<file path="config.mk">
export PLATFORM = sky130hd
export DESIGN_NAME = stx_bcd_length_lrc_deframer
export DESIGN_NICKNAME = d
export VERILOG_FILES = /design/src/sv/sbld_pkg.sv /design/src/sv/stx_bcd_length_lrc_deframer.sv
export VERILOG_INCLUDE_DIRS = /design/src /design/src/sv
export SDC_FILE = /design/constraint.sdc
export NUM_CORES = 1
export LEC_CHECK = 0
export BUFFER_PORTS_ARGS = -buffer_cell sky130_fd_sc_hd__clkbuf_2
export CORE_MARGIN = 2
export CORE_UTILIZATION = 39
export CTS_CLUSTER_SIZE = 12
export DETAILED_ROUTE_END_ITERATION = 6
export PLACE_DENSITY_LB_ADDON = 0.25
export SLEW_MARGIN = 0
export SYNTH_ARGS = -nofsm -noshare
export SYNTH_HDL_FRONTEND = slang
export SYNTH_SLANG_ARGS = --single-unit
export TNS_END_PERCENT = 5
</file>
<file path="constraint.sdc">
create_clock -name clk -period 10.38 [get_ports clk]
set_input_delay 1.557 -clock clk [delete_from_list [all_inputs] [get_ports clk]]
set_output_delay 1.557 -clock clk [all_outputs]
set_load 0.05 [all_outputs]
</file>
<file path="src/sv/stx_bcd_length_lrc_deframer_assert.svh">
// Assertion macros for the STX / BCD length / LRC deframer.
// No dependencies; expects clk and rst_n in the including scope.
`ifndef STX_BCD_LENGTH_LRC_DEFRAMER_ASSERT_SVH
`define STX_BCD_LENGTH_LRC_DEFRAMER_ASSERT_SVH

// same-cycle implication, disabled during reset
`define SBLD_ASSERT_IMP(label, ante, cons) \
    label: assert property (@(posedge clk) disable iff (!rst_n) (ante) |-> (cons)) \
        else $error("deframer assertion failed");

// next-cycle implication, disabled during reset
`define SBLD_ASSERT_NXT(label, ante, cons) \
    label: assert property (@(posedge clk) disable iff (!rst_n) (ante) |=> (cons)) \
        else $error("deframer assertion failed");

`endif

</file>
<file path="src/sv/sbld_pkg.sv">
// Package for the STX / BCD length / LRC deframer: widths, phase type,
// status and register index codes. No dependencies.
`timescale 1ns / 1ps

package sbld_pkg;

    localparam int BYTE_W  = 8;
    localparam int LEN_W   = 15;
    localparam int STAT_W  = 2;
    localparam int CIDX_W  = 2;

    typedef enum logic [5:0] {
        PH_HUNT    = 6'b000001,
        PH_LEN_HI  = 6'b000010,
        PH_LEN_LO  = 6'b000100,
        PH_PAYLOAD = 6'b001000,
        PH_END     = 6'b010000,
        PH_LRC     = 6'b100000
    } phase_t;

    localparam logic [STAT_W-1:0] ST_OK        = 2'd0;
    localparam logic [STAT_W-1:0] ST_BAD_START = 2'd1;
    localparam logic [STAT_W-1:0] ST_BAD_END   = 2'd2;
    localparam logic [STAT_W-1:0] ST_BAD_LRC   = 2'd3;

    localparam logic [CIDX_W-1:0] REG_MAX_PAYLOAD = 2'd0;
    localparam logic [CIDX_W-1:0] REG_START_BYTE  = 2'd1;
    localparam logic [CIDX_W-1:0] REG_END_BYTE    = 2'd2;

    localparam logic [LEN_W-1:0]  MAX_PAYLOAD_RST = 15'd1000;
    localparam logic [BYTE_W-1:0] START_BYTE_RST  = 8'd2;
    localparam logic [BYTE_W-1:0] END_BYTE_RST    = 8'd3;

    // four-nibble length, each nibble weighted as is (0..15)
    function automatic logic [LEN_W-1:0] bcd_length(input logic [BYTE_W-1:0] hi,
                                                    input logic [BYTE_W-1:0] lo);
        logic [LEN_W-1:0] sum;
        sum = LEN_W'(hi[7:4]) * 15'd1000
            + LEN_W'(hi[3:0]) * 15'd100
            + LEN_W'(lo[7:4]) * 15'd10
            + LEN_W'(lo[3:0]);
        return sum;
    endfunction

endpackage

</file>
<file path="src/sv/stx_bcd_length_lrc_deframer.sv">
// Top level of the STX / BCD length / XOR LRC deframer.
// Depends on sbld_pkg and stx_bcd_length_lrc_deframer_assert.svh.
//
//  channel | handshake            | payload
//  --------+----------------------+-----------------------------------------
//  cfg     | cfg_valid/cfg_ready  | cfg_index, cfg_data
//  in      | in_valid/in_ready    | rx_byte
//  out     | out_valid/out_ready  | data_byte, data_valid, frame_done,
//          |                      | status, delivered_count
//
// One byte per cycle sustained; a request passes an input register and one
// decode stage into the result register.
// Bytes that raise no result retire without touching the result register.
// A held result stalls only a byte that would raise another one.
// Reset clears frame state and loads register defaults; cfg_ready is always high.
`timescale 1ns / 1ps
`include "stx_bcd_length_lrc_deframer_assert.svh"

module stx_bcd_length_lrc_deframer
    import sbld_pkg::*;
(
    input  logic                clk,
    input  logic                rst_n,

    input  logic                cfg_valid,
    output logic                cfg_ready,
    input  logic [CIDX_W-1:0]   cfg_index,
    input  logic [LEN_W-1:0]    cfg_data,

    input  logic                in_valid,
    output logic                in_ready,
    input  logic [BYTE_W-1:0]   rx_byte,

    output logic                out_valid,
    input  logic                out_ready,
    output logic [BYTE_W-1:0]   data_byte,
    output logic                data_valid,
    output logic                frame_done,
    output logic [STAT_W-1:0]   status,
    output logic [LEN_W-1:0]    delivered_count
);

    logic [LEN_W-1:0]   max_payload_reg;
    logic [BYTE_W-1:0]  start_byte_reg;
    logic [BYTE_W-1:0]  end_byte_reg;

    logic               s1_valid_reg;
    logic [BYTE_W-1:0]  s1_byte_reg;

    phase_t             phase_reg, phase_next;
    logic [BYTE_W-1:0]  len_hi_reg, len_hi_next;
    logic [LEN_W-1:0]   decl_len_reg, decl_len_next;
    logic [LEN_W-1:0]   seen_reg, seen_next;
    logic [BYTE_W-1:0]  lrc_reg, lrc_next;
    logic               end_ok_reg, end_ok_next;

    logic               out_valid_reg, out_valid_next;
    logic [BYTE_W-1:0]  data_byte_reg;
    logic               data_valid_reg;
    logic               frame_done_reg;
    logic [STAT_W-1:0]  status_reg;
    logic [LEN_W-1:0]   count_reg;

    logic               res_valid;
    logic [BYTE_W-1:0]  res_byte;
    logic               res_dv;
    logic               res_fd;
    logic [STAT_W-1:0]  res_status;
    logic [LEN_W-1:0]   res_count;
    logic [LEN_W-1:0]   seen_inc;
    logic [LEN_W-1:0]   len_calc;
    logic               advance;

    assign cfg_ready = 1'b1;

    always_ff @(posedge clk or negedge rst_n)
    begin
        if (!rst_n)
        begin
            max_payload_reg <= MAX_PAYLOAD_RST;
            start_byte_reg  <= START_BYTE_RST;
            end_byte_reg    <= END_BYTE_RST;
        end
        else if (cfg_valid)
        begin
            case (cfg_index)
                REG_MAX_PAYLOAD: max_payload_reg <= cfg_data;
                REG_START_BYTE:  start_byte_reg  <= cfg_data[BYTE_W-1:0];
                REG_END_BYTE:    end_byte_reg    <= cfg_data[BYTE_W-1:0];
                default: ;
            endcase
        end
    end

    assign seen_inc = seen_reg + 15'd1;
    assign len_calc = bcd_length(len_hi_reg, s1_byte_reg);

    always_comb
    begin
        phase_next    = phase_reg;
        len_hi_next   = len_hi_reg;
        decl_len_next = decl_len_reg;
        seen_next     = seen_reg;
        lrc_next      = lrc_reg;
        end_ok_next   = end_ok_reg;
        res_valid     = 1'b0;
        res_byte      = '0;
        res_dv        = 1'b0;
        res_fd        = 1'b0;
        res_status    = ST_OK;
        res_count     = '0;
        case (phase_reg)
            PH_LEN_HI:
            begin
                len_hi_next = s1_byte_reg;
                lrc_next    = s1_byte_reg;
                phase_next  = PH_LEN_LO;
            end
            PH_LEN_LO:
            begin
                decl_len_next = len_calc;
                lrc_next      = lrc_reg ^ s1_byte_reg;
                seen_next     = '0;
                phase_next    = (len_calc == '0) ? PH_END : PH_PAYLOAD;
            end
            PH_PAYLOAD:
            begin
                lrc_next  = lrc_reg ^ s1_byte_reg;
                seen_next = seen_inc;
                if (seen_inc >= decl_len_reg)
                    phase_next = PH_END;
                if (seen_reg < max_payload_reg)
                begin
                    res_valid = 1'b1;
                    res_byte  = s1_byte_reg;
                    res_dv    = 1'b1;
                end
            end
            PH_END:
            begin
                end_ok_next = (s1_byte_reg == end_byte_reg);
                lrc_next    = lrc_reg ^ s1_byte_reg;
                phase_next  = PH_LRC;
            end
            PH_LRC:
            begin
                phase_next = PH_HUNT;
                res_valid  = 1'b1;
                res_fd     = 1'b1;
                res_count  = (decl_len_reg < max_payload_reg) ? decl_len_reg
                                                              : max_payload_reg;
                if (!end_ok_reg)
                    res_status = ST_BAD_END;
                else if (lrc_reg != s1_byte_reg)
                    res_status = ST_BAD_LRC;
                else
                    res_status = ST_OK;
            end
            default:
            begin
                phase_next = PH_HUNT;
                if (s1_byte_reg == start_byte_reg)
                    phase_next = PH_LEN_HI;
                else
                begin
                    res_valid  = 1'b1;
                    res_fd     = 1'b1;
                    res_status = ST_BAD_START;
                end
            end
        endcase
    end

    assign advance  = s1_valid_reg && (!res_valid || !out_valid_reg || out_ready);
    assign in_ready = !s1_valid_reg || advance;
    assign out_valid_next = (out_valid_reg && !out_ready) || (advance && res_valid);

    always_ff @(posedge clk or negedge rst_n)
    begin
        if (!rst_n)
        begin
            s1_valid_reg  <= 1'b0;
            out_valid_reg <= 1'b0;
            phase_reg     <= PH_HUNT;
            len_hi_reg    <= '0;
            decl_len_reg  <= '0;
            seen_reg      <= '0;
            lrc_reg       <= '0;
            end_ok_reg    <= 1'b0;
        end
        else
        begin
            out_valid_reg <= out_valid_next;
            if (in_valid && in_ready)
                s1_valid_reg <= 1'b1;
            else if (advance)
                s1_valid_reg <= 1'b0;
            if (advance)
            begin
                phase_reg    <= phase_next;
                len_hi_reg   <= len_hi_next;
                decl_len_reg <= decl_len_next;
                seen_reg     <= seen_next;
                lrc_reg      <= lrc_next;
                end_ok_reg   <= end_ok_next;
            end
        end
    end

    always_ff @(posedge clk)
    begin
        if (in_valid && in_ready)
            s1_byte_reg <= rx_byte;
        if (advance && res_valid)
        begin
            data_byte_reg  <= res_byte;
            data_valid_reg <= res_dv;
            frame_done_reg <= res_fd;
            status_reg     <= res_status;
            count_reg      <= res_count;
        end
    end

    assign out_valid       = out_valid_reg;
    assign data_byte       = data_byte_reg;
    assign data_valid      = data_valid_reg;
    assign frame_done      = frame_done_reg;
    assign status          = status_reg;
    assign delivered_count = count_reg;

    // a result is either a payload byte or a frame report, never both
    `SBLD_ASSERT_IMP(a_one_kind, out_valid, data_valid ^ frame_done)
    // a rejected start byte reports nothing delivered
    `SBLD_ASSERT_IMP(a_bad_start_cnt, out_valid && frame_done && status == ST_BAD_START,
        delivered_count == '0)
    // the reported count never exceeds the delivery limit
    `SBLD_ASSERT_IMP(a_cnt_limit, out_valid && frame_done, delivered_count <= max_payload_reg)
    // a zero declared length never enters the payload phase
    `SBLD_ASSERT_NXT(a_len_nonzero, advance && phase_reg == PH_LEN_LO && len_calc == '0,
        phase_reg == PH_END)

endmodule

</file>
==> metrics.yaml <==
cp_top_family: "adder cells"
cts_buffers: 17
num_vias: 5729
clkTransAtPathRegs_ps: 60
cts_resized: 0
grt_pass1_wl_mm: 29.79
io_pins: 60
port_buffers: 58
grt.overflow.total: 0
syn-num-nets: 909
fmax_mhz: 194.8
grt_pass1_vias: 5600
antenna_found_initial: 0
synth_edf_count: 35
area_growth_pct: 13.54
hp-class: "reg2reg"
startpoint_type: "flop"
antenna_cells: 0
path_cells: "fa_1, inv_1, fa_1, ha_1, and3b_1, a221o_1, nor2_1, xnor2_1, ha_1, ha_1, a21o_1, a41oi_1, xnor2_1, nor2_1, a21oi_1, or4_1, a22o_1"
outcome: "complete, no violations"
crit_path_frequent_cell: "ha_1"
first_pass_iters: 4
final_area_um2: 9223
placed_area_um2: 8658
totalWireLength_mm: 18.02
tightestPinTransition_ps: 854.6
max_stage_delay_ps: 660
fin_nets: 964
netlist_instances: 768
coreArea_um2: 20360
die_width_um: 148.3
power.density_nw_per_um2: 143.2
wl_per_cell_um: 16.29
setup_viol: 0
drc_errors: 0
rsz0062_at_grt: "false"
ir_drop_mv: 0.1017
fin_crit_sh_pct: 49.45
root_buffer: "clkbuf_16"
cts_setup_buffers: 0
required_ps: 10670
grt_use_total_pct: 17.32
synthFlopType: "dfrtp_1"
ys_seq_elements: 121
grt_max_degree: 49
drt_iter0_drc: 252
power_leakage_nw: 4.406
initial_core_util_pct: 39.89
synth.cell_area_um2: 8123
r2r_end: "phase_reg[3]"
hpwl_mm: 13.54
worstHoldEndpoint: "end_byte_reg[6]"
timing.rr.start: "len_hi_reg[6]"
clk_latency_ps: 420
ant_nets: 0
power_mw: 1.320
layout_setup_ws_ps: 5247
cp.arrival_ps: 5430
r2r_setup_slack_ps: 5250
final_common_cell: "ha_1"
ys_warn_count: 0
clockBufferDepth: 2
min_period_ps: 5133
finClkSkew_ps: 14.92
worstPathMaxFanout: 6
cts_tree: "yes"
cts_max_level: 4
drv_slew: 0
cp-end-kind: "flop"
maxCapViolations: 0
min_path_cells: 1
avgSynthCellArea_um2: 10.58
worst-path-buf-inv: 1
drive_above_1_share_pct: 18.78
slew-limit-headroom_pct: 42.73
async_flop_share_pct: 71.07
final.setup.tns_ps: 0
clkSinkCount: 121
viasPerCell: 5.180
synth_seq_area_share_pct: 39.59
pre_cts_slack_ps: 5272
layout_common_cells: "ha_1, dfrtp_1, inv_1"
critPathSlowestCell: "fa_1"
gp_congestion: 0.8137
utilization_pct: 45.29
min_from: "end_byte_reg[6]"
instances_no_fill: 1106
hold_viol: 0
num_rows: 52
hold_buffers: 0
die_y_um: 148.3
dieArea_um2: 22000
timing.hold.ws_ps: 525.7
crit_type: "reg2reg"
dp.cells: 1074
reg2regPathDepth: 17
synth_cell_type_count: 69
==> cells by family after synthesis <==
group                      synth area share, %
AOI/OAI and AO/OA                        13.72
xor gates and xnor gates                 6.346
adders and majority gates                18.67
buffers and inverters                    4.821
DFF                                      39.59
muxes                                    4.544
other                                  0.04617
and+or+nand+nor                          12.26
==> power breakdown <==
group | leakage [nW] | switching, mW | internal, mW
clock network | 0.262 | 0.229 | 0.336
logic | 2.73 | 0.131 | 0.0717
registers | 1.41 | 0.0221 | 0.530
total | 4.41 | 0.382 | 0.938
==> how the worst max path moves through the flow <==
| stage | from | end | slack [ps] | cells after the start |
|---|---|---|---|---|
| 2_1_floorplan | len_hi_reg[6] | phase_reg[3] | 5610 | 17 |
| 3_3_place_gp | len_hi_reg[6] | phase_reg[3] | 5380 | 17 |
| 3_5_place_dp | len_hi_reg[6] | phase_reg[3] | 5270 | 17 |
| 4_1_cts | len_hi_reg[6] | phase_reg[3] | 5230 | 17 |
| 5_1_grt | len_hi_reg[6] | phase_reg[3] | 4870 | 17 |
| 6_report | len_hi_reg[6] | phase_reg[3] | 5250 | 17 |
==> synth_stat cells (6+ instances only) <==
library cell  instances  area, um2
edfxtp_1             35       1051
dfrtp_1              76       1902
fa_1                 17      340.3
xnor2_1              25      219.0
o21ai_0              55      275.3
mux2_2               27      304.0
nand3_1              24      120.1
and3_1                6      37.54
xor2_1               32      280.3
a21oi_1              29      145.1
clkbuf_1             16      60.06
dfstp_2              10      262.8
and2_1                8      50.05
ha_1                 94       1176
o21a_1               11      82.58
nor2b_1              11      68.82
nand4_1               9      56.30
nand2b_1              9      56.30
nor2_1               30      112.6
o31ai_1              18      135.1
a21o_1                9      67.56
a31oi_1              13      81.33
buf_6                 6      67.56
nand2_1              52      195.2
inv_1                60      225.2
==> layout make-up <==
class / count / area, um2
clock buffers: 19 / 442.9
repair buffers: 65 / 345.3
flip-flops and latches: 121 / 3216
clock inverters: 13 / 121.4
inverters: 60 / 225.2
well taps: 270 / 337.8
multi-input cells: 558 / 4534
fillers: 1954 / 11140
==> layer usage <==
metal | track usage (%) | routed length (um) | vias up | part of all wire (%)
li1 | - | - | 2851 | -
met1 | 23.82 | 8466 | 2774 | 47
met2 | 28.15 | 8787 | 85 | 49
met3 | 2.975 | 519 | 19 | 2.9
met4 | 5.190 | 243 | 0 | 1.3
met5 | 0 | 0 | - | 0
Note: power is estimated with default switching activity, not from simulation.
